**src/design/bpfa_pkg.sv**
```systemverilog
// ----------------------------------------------------------------------------
// bpfa_pkg
// shared types and codes of the bitmap page frame allocator
// ----------------------------------------------------------------------------
package bpfa_pkg;

    localparam int CNT_W  = 13;
    localparam int PAGE_W = 12;

    // bitmap capacity in pages
    localparam int PAGE_CAP = 4096;

    // operation codes
    localparam logic [2:0] OP_ALLOC   = 3'd0;
    localparam logic [2:0] OP_FREE    = 3'd1;
    localparam logic [2:0] OP_RSV     = 3'd2;
    localparam logic [2:0] OP_REL     = 3'd3;
    localparam logic [2:0] OP_RSV_ALL = 3'd4;

    // result status codes
    localparam logic [1:0] ST_DONE = 2'd0;
    localparam logic [1:0] ST_OOM  = 2'd1;
    localparam logic [1:0] ST_IGN  = 2'd2;

    // decode outcome
    localparam logic [1:0] DK_REPLY = 2'd0;
    localparam logic [1:0] DK_SCAN  = 2'd1;
    localparam logic [1:0] DK_SWEEP = 2'd2;

    localparam logic [CNT_W-1:0] TOTAL_RESET = 13'd4096;
    localparam logic [CNT_W-1:0] FREE_MAX    = 13'd4096;

    typedef struct packed {
        logic [2:0]        operation;
        logic [PAGE_W-1:0] start_page;
        logic [PAGE_W-1:0] end_page;
    } t_in_word;

    typedef struct packed {
        logic [1:0]        status;
        logic [PAGE_W-1:0] page_index;
        logic [CNT_W-1:0]  free_pages;
    } t_out_word;

    typedef struct packed {
        logic load;
        logic decode;
        logic scan_step;
        logic sweep;
        logic reply;
    } t_cmd;

    typedef struct packed {
        logic [1:0] dec_kind;
        logic       scan_stop;
        logic       sweep_last;
    } t_stat;

endpackage

```
**src/design/bpfa_ctrl.sv**
```systemverilog
// ----------------------------------------------------------------------------
// bpfa_ctrl
// sequencer of the allocator: fill, decode, word scan, drain, sweep and reply
// ----------------------------------------------------------------------------
module bpfa_ctrl (
    input  logic             i_clk,
    input  logic             i_rst_n,
    input  logic             i_in_valid,
    input  logic             i_out_free,
    input  bpfa_pkg::t_stat  i_stat,
    output bpfa_pkg::t_cmd   o_cmd,
    output logic             o_idle
);

    localparam logic [2:0] S_INIT   = 3'd0;
    localparam logic [2:0] S_IDLE   = 3'd1;
    localparam logic [2:0] S_DECODE = 3'd2;
    localparam logic [2:0] S_SCAN   = 3'd3;
    localparam logic [2:0] S_DRAIN  = 3'd4;
    localparam logic [2:0] S_SWEEP  = 3'd5;
    localparam logic [2:0] S_REPLY  = 3'd6;

    logic [2:0] r_state;
    logic [2:0] n_state;

    always_ff @(posedge i_clk) begin
        if (!i_rst_n) begin
            r_state <= S_INIT;
        end else begin
            r_state <= n_state;
        end
    end

    always_comb begin
        n_state = r_state;
        o_cmd   = '0;
        unique case (r_state)
            S_INIT: begin
                o_cmd.sweep = 1'b1;
                if (i_stat.sweep_last) n_state = S_IDLE;
            end
            S_IDLE: begin
                o_cmd.load = i_in_valid;
                if (i_in_valid) n_state = S_DECODE;
            end
            S_DECODE: begin
                o_cmd.decode = 1'b1;
                unique case (i_stat.dec_kind)
                    bpfa_pkg::DK_SCAN:  n_state = S_SCAN;
                    bpfa_pkg::DK_SWEEP: n_state = S_SWEEP;
                    default:            n_state = S_REPLY;
                endcase
            end
            S_SCAN: begin
                o_cmd.scan_step = 1'b1;
                if (i_stat.scan_stop) n_state = S_DRAIN;
            end
            S_DRAIN: begin
                n_state = S_REPLY;
            end
            S_SWEEP: begin
                o_cmd.sweep = 1'b1;
                if (i_stat.sweep_last) n_state = S_REPLY;
            end
            S_REPLY: begin
                o_cmd.reply = i_out_free;
                if (i_out_free) n_state = S_IDLE;
            end
            default: begin
                n_state = S_IDLE;
            end
        endcase
    end

    assign o_idle = (r_state == S_IDLE);

endmodule

```
**src/design/bpfa_dp.sv**
```systemverilog
// ----------------------------------------------------------------------------
// bpfa_dp
// bitmap ram, word scan pipeline and free page counter
// ----------------------------------------------------------------------------
module bpfa_dp (
    input  logic                                i_clk,
    input  logic                                i_rst_n,
    input  bpfa_pkg::t_cmd                      i_cmd,
    input  bpfa_pkg::t_in_word                  i_req,
    input  logic [bpfa_pkg::CNT_W-1:0]          i_total,
    output bpfa_pkg::t_stat                     o_stat,
    output bpfa_pkg::t_out_word                 o_result
);

    localparam int WORDS = (bpfa_pkg::PAGE_CAP + 31) / 32;
    localparam int AW    = (WORDS > 1) ? $clog2(WORDS) : 1;
    localparam int PW    = AW + 5;
    localparam int LW    = $clog2(bpfa_pkg::PAGE_CAP + 1);
    localparam int CW    = (LW > bpfa_pkg::CNT_W) ? LW : bpfa_pkg::CNT_W;
    localparam logic [CW-1:0] MAX_C     = CW'(bpfa_pkg::PAGE_CAP);
    localparam logic [AW-1:0] LAST_WORD = AW'(WORDS - 1);
    localparam logic [31:0]   ONES      = '1;

    function automatic logic [5:0] f_popcount(input logic [31:0] v);
        logic [5:0] s;
        s = '0;
        for (int i = 0; i < 32; i++) begin
            s = s + 6'(v[i]);
        end
        return s;
    endfunction

    // bitmap store
    logic [31:0] r_mem [WORDS];
    logic [31:0] r_rdata;

    // request and scan registers
    bpfa_pkg::t_in_word          r_req;
    logic [AW-1:0]               r_waddr;
    logic [AW-1:0]               r_eaddr;
    logic [AW-1:0]               r_wlast;
    logic [AW-1:0]               r_lo_word;
    logic [4:0]                  r_lo_bit;
    logic [4:0]                  r_hi_bit;
    logic                        r_more;
    logic                        r_rvalid;
    logic [31:0]                 r_chg;
    logic                        r_chg_add;
    logic [1:0]                  r_status;
    logic [bpfa_pkg::PAGE_W-1:0] r_page;
    logic [bpfa_pkg::CNT_W-1:0]  r_count;

    // decode
    logic [CW-1:0] lim;
    logic [CW-1:0] lim_m1;
    logic [CW-1:0] start_ext;
    logic [CW-1:0] end_ext;
    logic [CW-1:0] span_hi;
    logic [PW-1:0] start_pw;
    logic [PW-1:0] span_pw;
    logic [1:0]    d_kind;
    logic [1:0]    d_status;
    logic [AW-1:0] d_first;
    logic [AW-1:0] d_last;
    logic [4:0]    d_lo_bit;
    logic [4:0]    d_hi_bit;

    assign lim       = (CW'(i_total) > MAX_C) ? MAX_C : CW'(i_total);
    assign lim_m1    = lim - CW'(1);
    assign start_ext = CW'(r_req.start_page);
    assign end_ext   = CW'(r_req.end_page);
    assign start_pw  = start_ext[PW-1:0];

    always_comb begin
        d_kind   = bpfa_pkg::DK_REPLY;
        d_status = bpfa_pkg::ST_IGN;
        d_first  = '0;
        d_last   = '0;
        d_lo_bit = '0;
        d_hi_bit = '0;
        span_hi  = (end_ext < lim) ? end_ext : lim_m1;
        span_pw  = span_hi[PW-1:0];
        unique case (r_req.operation)
            bpfa_pkg::OP_ALLOC: begin
                d_status = bpfa_pkg::ST_OOM;
                if (lim != '0) begin
                    span_pw  = lim_m1[PW-1:0];
                    d_kind   = bpfa_pkg::DK_SCAN;
                    d_last   = span_pw[PW-1:5];
                    d_hi_bit = span_pw[4:0];
                end
            end
            bpfa_pkg::OP_FREE: begin
                if (start_ext < lim) begin
                    d_kind   = bpfa_pkg::DK_SCAN;
                    d_first  = start_pw[PW-1:5];
                    d_last   = start_pw[PW-1:5];
                    d_lo_bit = start_pw[4:0];
                    d_hi_bit = start_pw[4:0];
                end
            end
            bpfa_pkg::OP_RSV, bpfa_pkg::OP_REL: begin
                if (r_req.start_page <= r_req.end_page) begin
                    d_status = bpfa_pkg::ST_DONE;
                    // a span wholly past the limit touches nothing
                    if (start_ext < lim) begin
                        d_kind   = bpfa_pkg::DK_SCAN;
                        d_first  = start_pw[PW-1:5];
                        d_lo_bit = start_pw[4:0];
                        d_last   = span_pw[PW-1:5];
                        d_hi_bit = span_pw[4:0];
                    end
                end
            end
            bpfa_pkg::OP_RSV_ALL: begin
                d_kind   = bpfa_pkg::DK_SWEEP;
                d_status = bpfa_pkg::ST_DONE;
            end
            default: begin
                d_status = bpfa_pkg::ST_IGN;
            end
        endcase
    end

    // word evaluation
    logic        eval;
    logic [4:0]  lo;
    logic [4:0]  hi;
    logic [31:0] mask;
    logic [31:0] cand;
    logic [31:0] iso;
    logic [4:0]  bitpos;
    logic [31:0] changed;
    logic        add_dir;
    logic        hit;
    logic [CW-1:0] page_ext;

    assign eval = i_cmd.scan_step && r_rvalid;
    assign lo   = (r_eaddr == r_lo_word) ? r_lo_bit : 5'd0;
    assign hi   = (r_eaddr == r_wlast) ? r_hi_bit : 5'd31;
    assign mask = (ONES << lo) & (ONES >> (5'd31 - hi));
    assign cand = ~r_rdata & mask;
    // lowest free page of the word
    assign iso  = cand & (~cand + 32'd1);

    always_comb begin
        bitpos = '0;
        for (int i = 0; i < 32; i++) begin
            if (iso[i]) bitpos = bitpos | 5'(i);
        end
    end

    always_comb begin
        add_dir = 1'b0;
        unique case (r_req.operation)
            bpfa_pkg::OP_ALLOC: changed = iso;
            bpfa_pkg::OP_FREE: begin
                changed = r_rdata & mask;
                add_dir = 1'b1;
            end
            bpfa_pkg::OP_RSV:   changed = mask & ~r_rdata;
            bpfa_pkg::OP_REL: begin
                changed = mask & r_rdata;
                add_dir = 1'b1;
            end
            default:            changed = '0;
        endcase
    end

    assign hit      = |changed;
    assign page_ext = CW'({r_eaddr, bitpos});

    // memory ports
    logic          mem_we;
    logic [AW-1:0] mem_wa;
    logic [31:0]   mem_wd;
    logic          mem_re;

    assign mem_we = i_cmd.sweep || eval;
    assign mem_wa = i_cmd.sweep ? r_waddr : r_eaddr;
    assign mem_wd = i_cmd.sweep ? ONES : (r_rdata ^ changed);
    assign mem_re = i_cmd.scan_step && r_more;

    always_ff @(posedge i_clk) begin
        if (mem_we) r_mem[mem_wa] <= mem_wd;
        if (mem_re) r_rdata <= r_mem[r_waddr];
    end

    // scan and sweep control
    always_ff @(posedge i_clk) begin
        if (!i_rst_n) begin
            r_waddr   <= '0;
            r_more    <= 1'b0;
            r_rvalid  <= 1'b0;
            r_chg     <= '0;
            r_chg_add <= 1'b0;
        end else begin
            r_chg     <= eval ? changed : 32'd0;
            r_chg_add <= add_dir;
            if (i_cmd.decode) begin
                r_waddr  <= (d_kind == bpfa_pkg::DK_SWEEP) ? '0 : d_first;
                r_more   <= 1'b1;
                r_rvalid <= 1'b0;
            end else if (i_cmd.sweep) begin
                r_waddr <= (r_waddr == LAST_WORD) ? '0 : r_waddr + AW'(1);
            end else if (i_cmd.scan_step) begin
                r_rvalid <= r_more;
                if (r_more) begin
                    r_waddr <= r_waddr + AW'(1);
                    r_more  <= (r_waddr != r_wlast);
                end
            end
        end
    end

    always_ff @(posedge i_clk) begin
        if (i_cmd.load) r_req <= i_req;
        if (mem_re) r_eaddr <= r_waddr;
        if (i_cmd.decode) begin
            r_wlast   <= d_last;
            r_lo_word <= d_first;
            r_lo_bit  <= d_lo_bit;
            r_hi_bit  <= d_hi_bit;
            r_status  <= d_status;
            r_page    <= '0;
        end else if (eval && hit) begin
            r_status <= bpfa_pkg::ST_DONE;
            if (r_req.operation == bpfa_pkg::OP_ALLOC) begin
                r_page <= page_ext[bpfa_pkg::PAGE_W-1:0];
            end
        end
    end

    // free page count, one word of changes behind the scan
    logic [5:0]                 pop;
    logic [bpfa_pkg::CNT_W-1:0] pop_ext;

    assign pop     = f_popcount(r_chg);
    assign pop_ext = bpfa_pkg::CNT_W'(pop);

    always_ff @(posedge i_clk) begin
        if (!i_rst_n) begin
            r_count <= '0;
        end else if (i_cmd.decode && r_req.operation == bpfa_pkg::OP_RSV_ALL) begin
            r_count <= '0;
        end else if (r_chg_add) begin
            r_count <= r_count + pop_ext;
        end else begin
            r_count <= (pop_ext > r_count) ? '0 : r_count - pop_ext;
        end
    end

    assign o_stat.dec_kind   = d_kind;
    assign o_stat.scan_stop  = r_rvalid &&
                               ((r_eaddr == r_wlast) ||
                                (r_req.operation == bpfa_pkg::OP_ALLOC && hit));
    assign o_stat.sweep_last = (r_waddr == LAST_WORD);

    assign o_result.status     = r_status;
    assign o_result.page_index = r_page;
    assign o_result.free_pages = r_count;

endmodule

```
**src/design/bitmap_page_frame_allocator.sv**
```systemverilog
// ----------------------------------------------------------------------------
// bitmap_page_frame_allocator
// first-fit page frame allocator over a one-bit-per-page used bitmap
// ----------------------------------------------------------------------------
//
//  channel  direction  handshake                  word
//  -------  ---------  -------------------------  --------------------------
//  in       input      i_in_valid / o_in_stall    operation, start/end page
//  out      output     o_out_valid / i_out_stall  status, page index, count
//  cfg      input      i_cfg_we                   total_pages, 13 bits
//
//  alloc, free and range words scan up to PAGE_CAP/32 bitmap words (128 with
//    4096 pages) between accept and result; the bitmap ram reads one
//    32-bit word and writes one per cycle
//  reserve-all writes all ones to every ram row, one ram row written per cycle
//  rejected words and ranges past the limit answer without a scan
//  reset: a fill pass writes all ones to the bitmap, in stalls
//  meanwhile; cfg writes are taken at any time
//  one word is worked on at a time; a finished result sits in the output
//  register, so the next word is taken while the result waits on i_out_stall
//
module bitmap_page_frame_allocator (
    input  logic                              i_clk,
    input  logic                              i_rst_n,
    input  logic                              i_in_valid,
    output logic                              o_in_stall,
    input  bpfa_pkg::t_in_word                i_in_word,
    output logic                              o_out_valid,
    input  logic                              i_out_stall,
    output bpfa_pkg::t_out_word               o_out_word,
    input  logic                              i_cfg_we,
    input  logic [bpfa_pkg::CNT_W-1:0]        i_cfg_wdata
);

    bpfa_pkg::t_cmd      cmd;
    bpfa_pkg::t_stat     stat;
    bpfa_pkg::t_out_word result;
    logic                idle;
    logic                out_free;

    logic [bpfa_pkg::CNT_W-1:0] r_total;
    logic                       r_out_valid;
    bpfa_pkg::t_out_word        r_out_word;

    // page limit register, kept as written; clamping is done at decode
    always_ff @(posedge i_clk) begin
        if (!i_rst_n) begin
            r_total <= bpfa_pkg::TOTAL_RESET;
        end else if (i_cfg_we) begin
            r_total <= i_cfg_wdata;
        end
    end

    // output register frees the sequencer from the downstream stall
    assign out_free = !r_out_valid || !i_out_stall;

    always_ff @(posedge i_clk) begin
        if (!i_rst_n) begin
            r_out_valid <= 1'b0;
        end else if (cmd.reply) begin
            r_out_valid <= 1'b1;
        end else if (!i_out_stall) begin
            r_out_valid <= 1'b0;
        end
    end

    always_ff @(posedge i_clk) begin
        if (cmd.reply) r_out_word <= result;
    end

    // sequencer
    bpfa_ctrl u_ctrl (
        .i_clk      (i_clk),
        .i_rst_n    (i_rst_n),
        .i_in_valid (i_in_valid),
        .i_out_free (out_free),
        .i_stat     (stat),
        .o_cmd      (cmd),
        .o_idle     (idle)
    );

    // bitmap, scan pipeline and counter
    bpfa_dp u_dp (
        .i_clk    (i_clk),
        .i_rst_n  (i_rst_n),
        .i_cmd    (cmd),
        .i_req    (i_in_word),
        .i_total  (r_total),
        .o_stat   (stat),
        .o_result (result)
    );

    assign o_in_stall  = !idle;
    assign o_out_valid = r_out_valid;
    assign o_out_word  = r_out_word;

    // a taken word blocks the input until its result is out
    a_accept_blocks: assert property (@(posedge i_clk) disable iff (!i_rst_n)
        (i_in_valid && !o_in_stall) |=> o_in_stall)
        else $error("input taken while an item is in work");

    // a result never overwrites one that is still stalled
    a_reply_free: assert property (@(posedge i_clk) disable iff (!i_rst_n)
        cmd.reply |-> (!r_out_valid || !i_out_stall))
        else $error("result register overwritten under stall");

    // out of memory carries no page
    a_oom_page: assert property (@(posedge i_clk) disable iff (!i_rst_n)
        (o_out_valid && o_out_word.status == bpfa_pkg::ST_OOM)
            |-> (o_out_word.page_index == '0))
        else $error("out of memory result with a page index");

    // only pages addressable by the 12-bit fields can ever be freed
    a_count_bound: assert property (@(posedge i_clk) disable iff (!i_rst_n)
        o_out_valid |-> (o_out_word.free_pages <= bpfa_pkg::FREE_MAX))
        else $error("free page count beyond range");

endmodule
```
**config.mk**
```make
export PLATFORM = sky130hd
export DESIGN_NAME = bitmap_page_frame_allocator
export DESIGN_NICKNAME = d
export VERILOG_FILES = /design/src/design/bpfa_pkg.sv /design/src/design/bpfa_ctrl.sv /design/src/design/bpfa_dp.sv /design/src/design/bitmap_page_frame_allocator.sv
export SDC_FILE = /design/constraint.sdc
export NUM_CORES = 2
export LEC_CHECK = 0
export ABC_CLOCK_PERIOD_IN_PS = 13000
export BUFFER_PORTS_ARGS = -buffer_cell sky130_fd_sc_hd__buf_2
export CAP_MARGIN = 20
export CORE_ASPECT_RATIO = 0.6
export CORE_MARGIN = 1
export CORE_UTILIZATION = 50
export CTS_CLUSTER_DIAMETER = 80
export DETAILED_ROUTE_END_ITERATION = 12
export PLACE_DENSITY_LB_ADDON = 0.3
export RECOVER_POWER = 50
export REMOVE_ABC_BUFFERS = 1
export SETUP_SLACK_MARGIN = 0.15
export SLEW_MARGIN = 40
export SYNTH_ARGS = -nofsm -noshare
export SYNTH_HDL_FRONTEND = slang
export SYNTH_SLANG_ARGS = --single-unit
```
**constraint.sdc**
```tcl
create_clock -name i_clk -period 13 [get_ports i_clk]
set_input_delay 2.6 -clock i_clk [delete_from_list [all_inputs] [get_ports i_clk]]
set_output_delay 2.6 -clock i_clk [all_outputs]
set_load 0.02 [all_outputs]
```
# [Word-level counts from Yosys, hierarchy flattened]
# Memory sizes are Yosys's and may differ from the RTL's. A register that Yosys moved wholly into a read port is not among the register bits.
# Cells that the tools add are included.
# Widths: inputs -> output; s select.
[word_totals] register_bits=171 ram_bits=4096 output_inout_bits=29 word_cells=290 n_memories=1
[op_classes] add_sub_neg=37 magnitude_cmp=5 n_eq_ne=28 n_shift=2 muxes=161 bitwise=7 reduce_logical=27
[memory_table] memory="u_dp.r_mem" depth=128 width=32 rd=1 rd_clocked_by_memory_dff=1 wr=1 line="bpfa_dp.sv:34" source="logic [31:0] r_mem [WORDS];"
[ops] cell="$mux 7" count=30
[ops] cell="$add 6x1->6" count=30
[ops] cell="$mux 5" count=31
[ops] cell="$and 32x32->32" count=4
[ops] cell="$mux 13" count=9
[ops] cell="$pmux 32 s3" count=1
[ops] cell="$mux 12" count=6
[ops] cell="$not 32->32" count=2
[ops] cell="$mux 3" count=15
[ops] cell="$mux 1" count=39
[ops] cell="$add 32x1->32 const B" count=1
[ops] cell="$mux 32" count=1
[ops] cell="$mux 4" count=8
[ops] cell="$reduce_or 32->1" count=1
[ops] cell="$shl 32x5->32 const A" count=1
[ops] cell="$shr 32x5->32 const A" count=1
[ops] cell="$xor 32x32->32" count=1
[ops] cell="$lt 12x13->1" count=2
[ops] cell="$mux 2" count=13
[ops] cell="$pmux 3 s7" count=1
[ops] cell="$pmux 7 s3" count=1
[ops] cell="$pmux 5 s3" count=1
[ops] cell="$eq 7x7->1" count=2
[ops] cell="$pmux 7 s2" count=1
[ops] cell="35 further kinds" count=65

# [Longest topological paths before layout]
[logic_depth] depth_word=45 depth_mapped=30 mapped_depth_nobuf=30

# [Modules after synthesis]
# From an unflattened synthesis, not the netlist that was laid out.
[hier_totals] hier_cells=7441 hier_area_um2=169097.2
[by_module_without_submodules] mod="bpfa_dp" n_inst=1 cells_each=7323 area_each_um2=167421.8 seq_area_each_um2=127101.9
[by_module_without_submodules] mod="bitmap_page_frame_allocator" n_inst=1 cells_each=74 area_each_um2=1353.8 seq_area_each_um2=1091.0
[by_module_without_submodules] mod="bpfa_ctrl" n_inst=1 cells_each=44 area_each_um2=321.6 seq_area_each_um2=60.1

# [Least setup slack after synthesis]
# No wires, ideal clock.
[synth_path] path_kind="flip-flop to flip-flop" from="register u_dp.r_eaddr[0]" to="memory u_dp.r_mem[0][0] (data pin)" t_arrival_ns=9.355 setup_slack_ns=1.850 stages_incl_launch_ff=7 path_buffers=2 period_less_slack_ns=11.150 path_cell_list="edfxtp_1 > buf_2 > xnor2_1 > nand4_1 > clkbuf_1 > nor3_1 > o311ai_0"
[synth_via] elab_chain_len=12 elab_cells_between_ends=16 classes_between="add/sub (2); eq/ne (2); shift (2); mux (4); bitwise (6)"
[synth_rtl] element="start: declaration" line="bpfa_dp.sv:40" source="logic [AW-1:0] r_eaddr;"
[synth_rtl] element="start signal: assignment" line="bpfa_dp.sv:218" source="if (mem_re) r_eaddr <= r_waddr;"
[synth_rtl] element="$eq 7x7->1" line="bpfa_dp.sv:140" source="assign hi = (r_eaddr == r_wlast) ? r_hi_bit : 5'd31;"
[synth_rtl] element="$mux 5" line="bpfa_dp.sv:140"
[synth_rtl] element="$sub 5x5->5" line="bpfa_dp.sv:141" source="assign mask = (ONES << lo) & (ONES >> (5'd31 - hi));"
[synth_rtl] element="$shr 32x5->32" line="bpfa_dp.sv:141"
[synth_rtl] element="$and 32x32->32 (*)" line="bpfa_dp.sv:141"
[synth_rtl] element="$and 32x32->32" line="bpfa_dp.sv:142, bpfa_dp.sv:161"
[synth_rtl] element="$not 32->32" line="bpfa_dp.sv:144" source="assign iso = cand & (~cand + 32'd1);"
[synth_rtl] element="$add 32x1->32" line="bpfa_dp.sv:144"
[synth_rtl] element="$and 32x32->32" line="bpfa_dp.sv:144"
[synth_rtl] element="$pmux 32 s3 (*)" line="bpfa_dp.sv:155" source="unique case (r_req.operation)"
[synth_rtl] element="$xor 32x32->32 (*)" line="bpfa_dp.sv:181" source="assign mem_wd = i_cmd.sweep ? ONES : (r_rdata ^ changed);"
[synth_rtl] element="$mux 32 (*)" line="bpfa_dp.sv:181"
[synth_rtl] element="named net u_dp.mem_wd[0]" line="bpfa_dp.sv:176" source="logic [31:0] mem_wd;"
[synth_rtl] element="end: declaration" line="bpfa_dp.sv:34"
# The timed path passes the listed nets; every way through them passes the cells marked *.

# [Worst setup path after layout]
[layout_path] from="register u_dp.r_waddr[0]" to="memory u_dp.r_mem[20][13] (enable)"
[layout_via] elab_chain_len=1
[layout_rtl] element="start: declaration" line="bpfa_dp.sv:39" source="logic [AW-1:0] r_waddr;"
[layout_rtl] element="start signal: assignment" line="bpfa_dp.sv:201" source="r_waddr <= (d_kind == bpfa_pkg::DK_SWEEP) ? '0 : d_first;"
[layout_rtl] element="start signal: assignment" line="bpfa_dp.sv:205" source="r_waddr <= (r_waddr == LAST_WORD) ? '0 : r_waddr + AW'(1);"
[layout_rtl] element="start signal: assignment" line="bpfa_dp.sv:209" source="r_waddr <= r_waddr + AW'(1);"
[layout_rtl] element="$mux 7" line="bpfa_dp.sv:180" source="assign mem_wa = i_cmd.sweep ? r_waddr : r_eaddr;"
# No other way between the ends.

==> flow_metrics.env <==
export IMPL_cpPeakStageDelay_ns=2.54
export IMPL_synth_cells=7415
export IMPL_path_class="reg2reg"
export IMPL_reg2reg_to="u_dp.r_mem[20][13]$_DFFE_PP_"
export IMPL_r2r_slack_ns=3.33
export IMPL_cellPowerDensity_nw_per_um2=148
export IMPL_yosysMostFrequentCell="edfxtp_1"
export IMPL_cts_root_buffer="clkbuf_16"
export IMPL_maxCapViolCount=87
export IMPL_clock_path_buffers=4
export IMPL_grt_max_degree=123
export IMPL_reg2reg_depth=10
export IMPL_finClkSkew_ns=0.0826
export IMPL_wl_per_cell_microns=37.0
export IMPL_min_period_over_period_pct=74.4
export IMPL_worstMarginPinSlew_ns=4.25
export IMPL_die_h_microns=452
export IMPL_clk_insertion_delay_late_ns=0.95
export IMPL_post_cts_resized=0
export IMPL_viasPerCell=6.65
export IMPL_cts_sinks=4299
export IMPL_rsz0062_at_grt="false"
export IMPL_synth_seq_area_share_pct=75.9
export IMPL_antenna_found_initial=55
export IMPL_whs_ns=0.424
export IMPL_fp_dieW_microns=752
export IMPL_ys_top_cells_by_area="edfxtp_1 (75%), mux4_2 (18%), dfxtp_1 (1.0%)"
export IMPL_crit_arrival_ns=10.00
export IMPL_routed_wirelength_microns=465000
export IMPL_violations="capacitance limit, slew limit"
export IMPL_grt_use_total_pct=27.1
export IMPL_drtPass1Iterations=6
export IMPL_port_buffers=73
export IMPL_rows=164
export IMPL_worst_path_most_repeated_cell="clkbuf_1"
export IMPL_grt_pass1_vias=80981
export IMPL_die_area_sq_um=340000
export IMPL_first_iter_violations=13142
export IMPL_synth_top_area_share_pct=75.0
export IMPL_leakage_nw=55.2
export IMPL_gp_congestion=0.973
export IMPL_maxSlewHeadroom_pct=-184
export IMPL_htree_levels=5
export IMPL_ys_types=86
export IMPL_num_vias=83713
export IMPL_core_area_sq_um=334000
export IMPL_hold_viol_final=0
export IMPL_post_place_cells=11861
export IMPL_peakVddDrop_uv=119
export IMPL_r2r_start="u_dp.r_waddr[0]$_SDFFE_PN0P_"
export IMPL_synth_area_sq_um=169000
export IMPL_drc=0
export IMPL_required_ns=13.32
export IMPL_setup_tns_ns=0
export IMPL_clock_fmax_mhz=103
export IMPL_critPathLaunch="u_dp.r_waddr[0]$_SDFFE_PN0P_"
export IMPL_hp_class="reg2reg"
export IMPL_syn2layout_area_growth_pct=11.8
export IMPL_end_kind="flop"
export IMPL_final_setup_viol_count=0
export IMPL_synth_ff_type="edfxtp_1"
export IMPL_synth_edff_count=4215
export IMPL_ios=74
export IMPL_yosysTopAreaCell="edfxtp_1"
export IMPL_hold_buffers=0
export IMPL_status="finished, violations left"
export IMPL_ys_seq_elements=4299
export IMPL_cp_start_kind="flop"
export IMPL_ant_nets=0
export IMPL_stdcell_count=12580
export IMPL_synth_avg_cell_area_sq_um=22.8
export IMPL_fin_nets=7902
export IMPL_grt_pass1_wl_microns=645000
export IMPL_hold_path_depth=0
export IMPL_path_cells="buf_12, clkbuf_1, clkbuf_1, nor3b_1, a31oi_1, nand2b_1, nand2b_2, buf_4, nor2_1, clkbuf_1"
export IMPL_grt_overflow=0
export IMPL_crit_path_end="u_dp.r_mem[20][13]$_DFFE_PP_"
export IMPL_maxSlewViolCount=2922
export IMPL_ys_async_sr_fraction_pct=0
export IMPL_layout_min_cycle_time_ns=9.67
export IMPL_drive_gt1_share_pct=28.4
export IMPL_post_dp_hpwl_microns=273000
export IMPL_clkTransAtPathRegs_ns=0.07
export IMPL_cts_made_buffers=381
export IMPL_worstPathMaxFanout=37
export IMPL_cts_setup_buffers=0
export IMPL_synth_commonest_cells="edfxtp_1 (4215), mux4_2 (1344), clkbuf_1 (285)"
export IMPL_initial_core_util_pct=50.5
export IMPL_cts_tree="built"
export IMPL_cp_slowest_cell="clkbuf_1"
export IMPL_synth_warnings=0
[report_power, final]
| part | total [mW] | leakage (nW) | internal, mW | switching, mW |
|---|---|---|---|---|
| Clock | 11.4 | 6.06 | 6.36 | 5.05 |
| Combinational | 1.54 | 12.2 | 0.678 | 0.857 |
| Sequential | 15.0 | 36.9 | 15.0 | 0.0184 |
[cells in the final DEF, fill, tap and decap left out, types with 60 or more instances in the layout]
cell type / netlist / final
ha_1: 61 / 61
clkbuf_1: 285 / 174
o21ai_0: 71 / 70
clkinv_2: 0 / 78
clkinv_1: 2 / 97
nand2_1: 130 / 114
nor2_1: 256 / 194
nor2_4: 0 / 60
dfxtp_1: 84 / 80
edfxtp_1: 4215 / 4215
inv_1: 106 / 106
clkbuf_16: 0 / 384
buf_4: 0 / 144
mux4_2: 1344 / 1344
a21oi_1: 60 / 60
[stage by stage]
step	total power, mW	utilization, %	instance area [sq um]	worst slack [ns]
2_1_floorplan	18.3	-	167000	-33.69
3_3_place_gp	16.8	52.9	177000	5.68
3_5_place_dp	16.8	53.0	177000	5.86
4_1_cts	28.1	56.7	190000	5.84
5_1_grt	28.6	56.4	189000	2.70
6_report	28.0	56.4	189000	3.33
[registers in the layout, summed over array words and instances (netlist names), 7 cells and up]
name,count
u_dp.r_mem,4096
u_dp.end_ext,12
u_dp.r_count,13
o_out_word,27
u_dp.start_pw,12
u_dp.r_waddr,7
u_dp.r_lo_word,7
u_dp.r_rdata,32
u_dp.r_wlast,7
u_dp.r_page,12
u_dp.r_eaddr,7
u_dp.r_chg,32
r_total,13
[worst min path at each step]
| stage | endpoint | from | slack, ns |
|---|---|---|---|
| 2_1_floorplan | o_out_word[25]$_DFFE_PP_ | u_dp.r_status[0]$_SDFFCE_PN0P_ | 0.40 |
| 3_3_place_gp | o_out_word[15]$_DFFE_PP_ | u_dp.r_page[2]$_SDFFE_PP0P_ | 0.42 |
| 3_5_place_dp | o_out_word[25]$_DFFE_PP_ | u_dp.r_status[0]$_SDFFCE_PN0P_ | 0.41 |
| 4_1_cts | o_out_word[25]$_DFFE_PP_ | u_dp.r_status[0]$_SDFFCE_PN0P_ | 0.42 |
| 5_1_grt | o_out_word[25]$_DFFE_PP_ | u_dp.r_status[0]$_SDFFCE_PN0P_ | 0.44 |
| 6_report | o_out_word[25]$_DFFE_PP_ | u_dp.r_status[0]$_SDFFCE_PN0P_ | 0.42 |
[area by class of cell]
type                       instances  area [sq um]
clock inverter                   264          2590
inverter                         108           405
multi-input combinational       2623         39400
sequential                      4299        128000
tap                             4482          5610
clock buffer                     433          9800
antenna                           14          35.0
timing repair buffer             357          2670
fill                           24175        146000
[critical path: cells and delay by family (launching register included)]
| family | cells | cell delay (ns) |
|---|---|---|
| flops | 1 | 0.60 |
| compound gates | 1 | 0.59 |
| buf+inv | 5 | 6.62 |
| simple gates | 4 | 1.13 |
[kinds of logic (layout without fill, tap and decap cells)]
| family | count (synthesis) | after routing | share of synthesized area, % |
|---|---|---|---|
| DFF | 4299 | 4299 | 75.9 |
| and+or+nand+nor | 704 | 704 | 2.04 |
| other | 0 | 14 | 0 |
| adders and majority gates | 87 | 87 | 0.760 |
| buffers and inverters | 493 | 1162 | 1.11 |
| AOI/OAI and AO/OA | 347 | 347 | 1.42 |
| muxes | 1389 | 1389 | 18.2 |
| xor gates and xnor gates | 96 | 96 | 0.498 |
[per-layer routing]
layer	share of wire (%)	vias up	GRT usage (%)
met5	0.080	-	0
met4	2.2	44	5.83
met3	15	671	9.66
met2	42	5495	37.5
met1	41	45186	41.9
li1	-	32317	-
No activity file was read; power rests on OpenSTA's default activity.
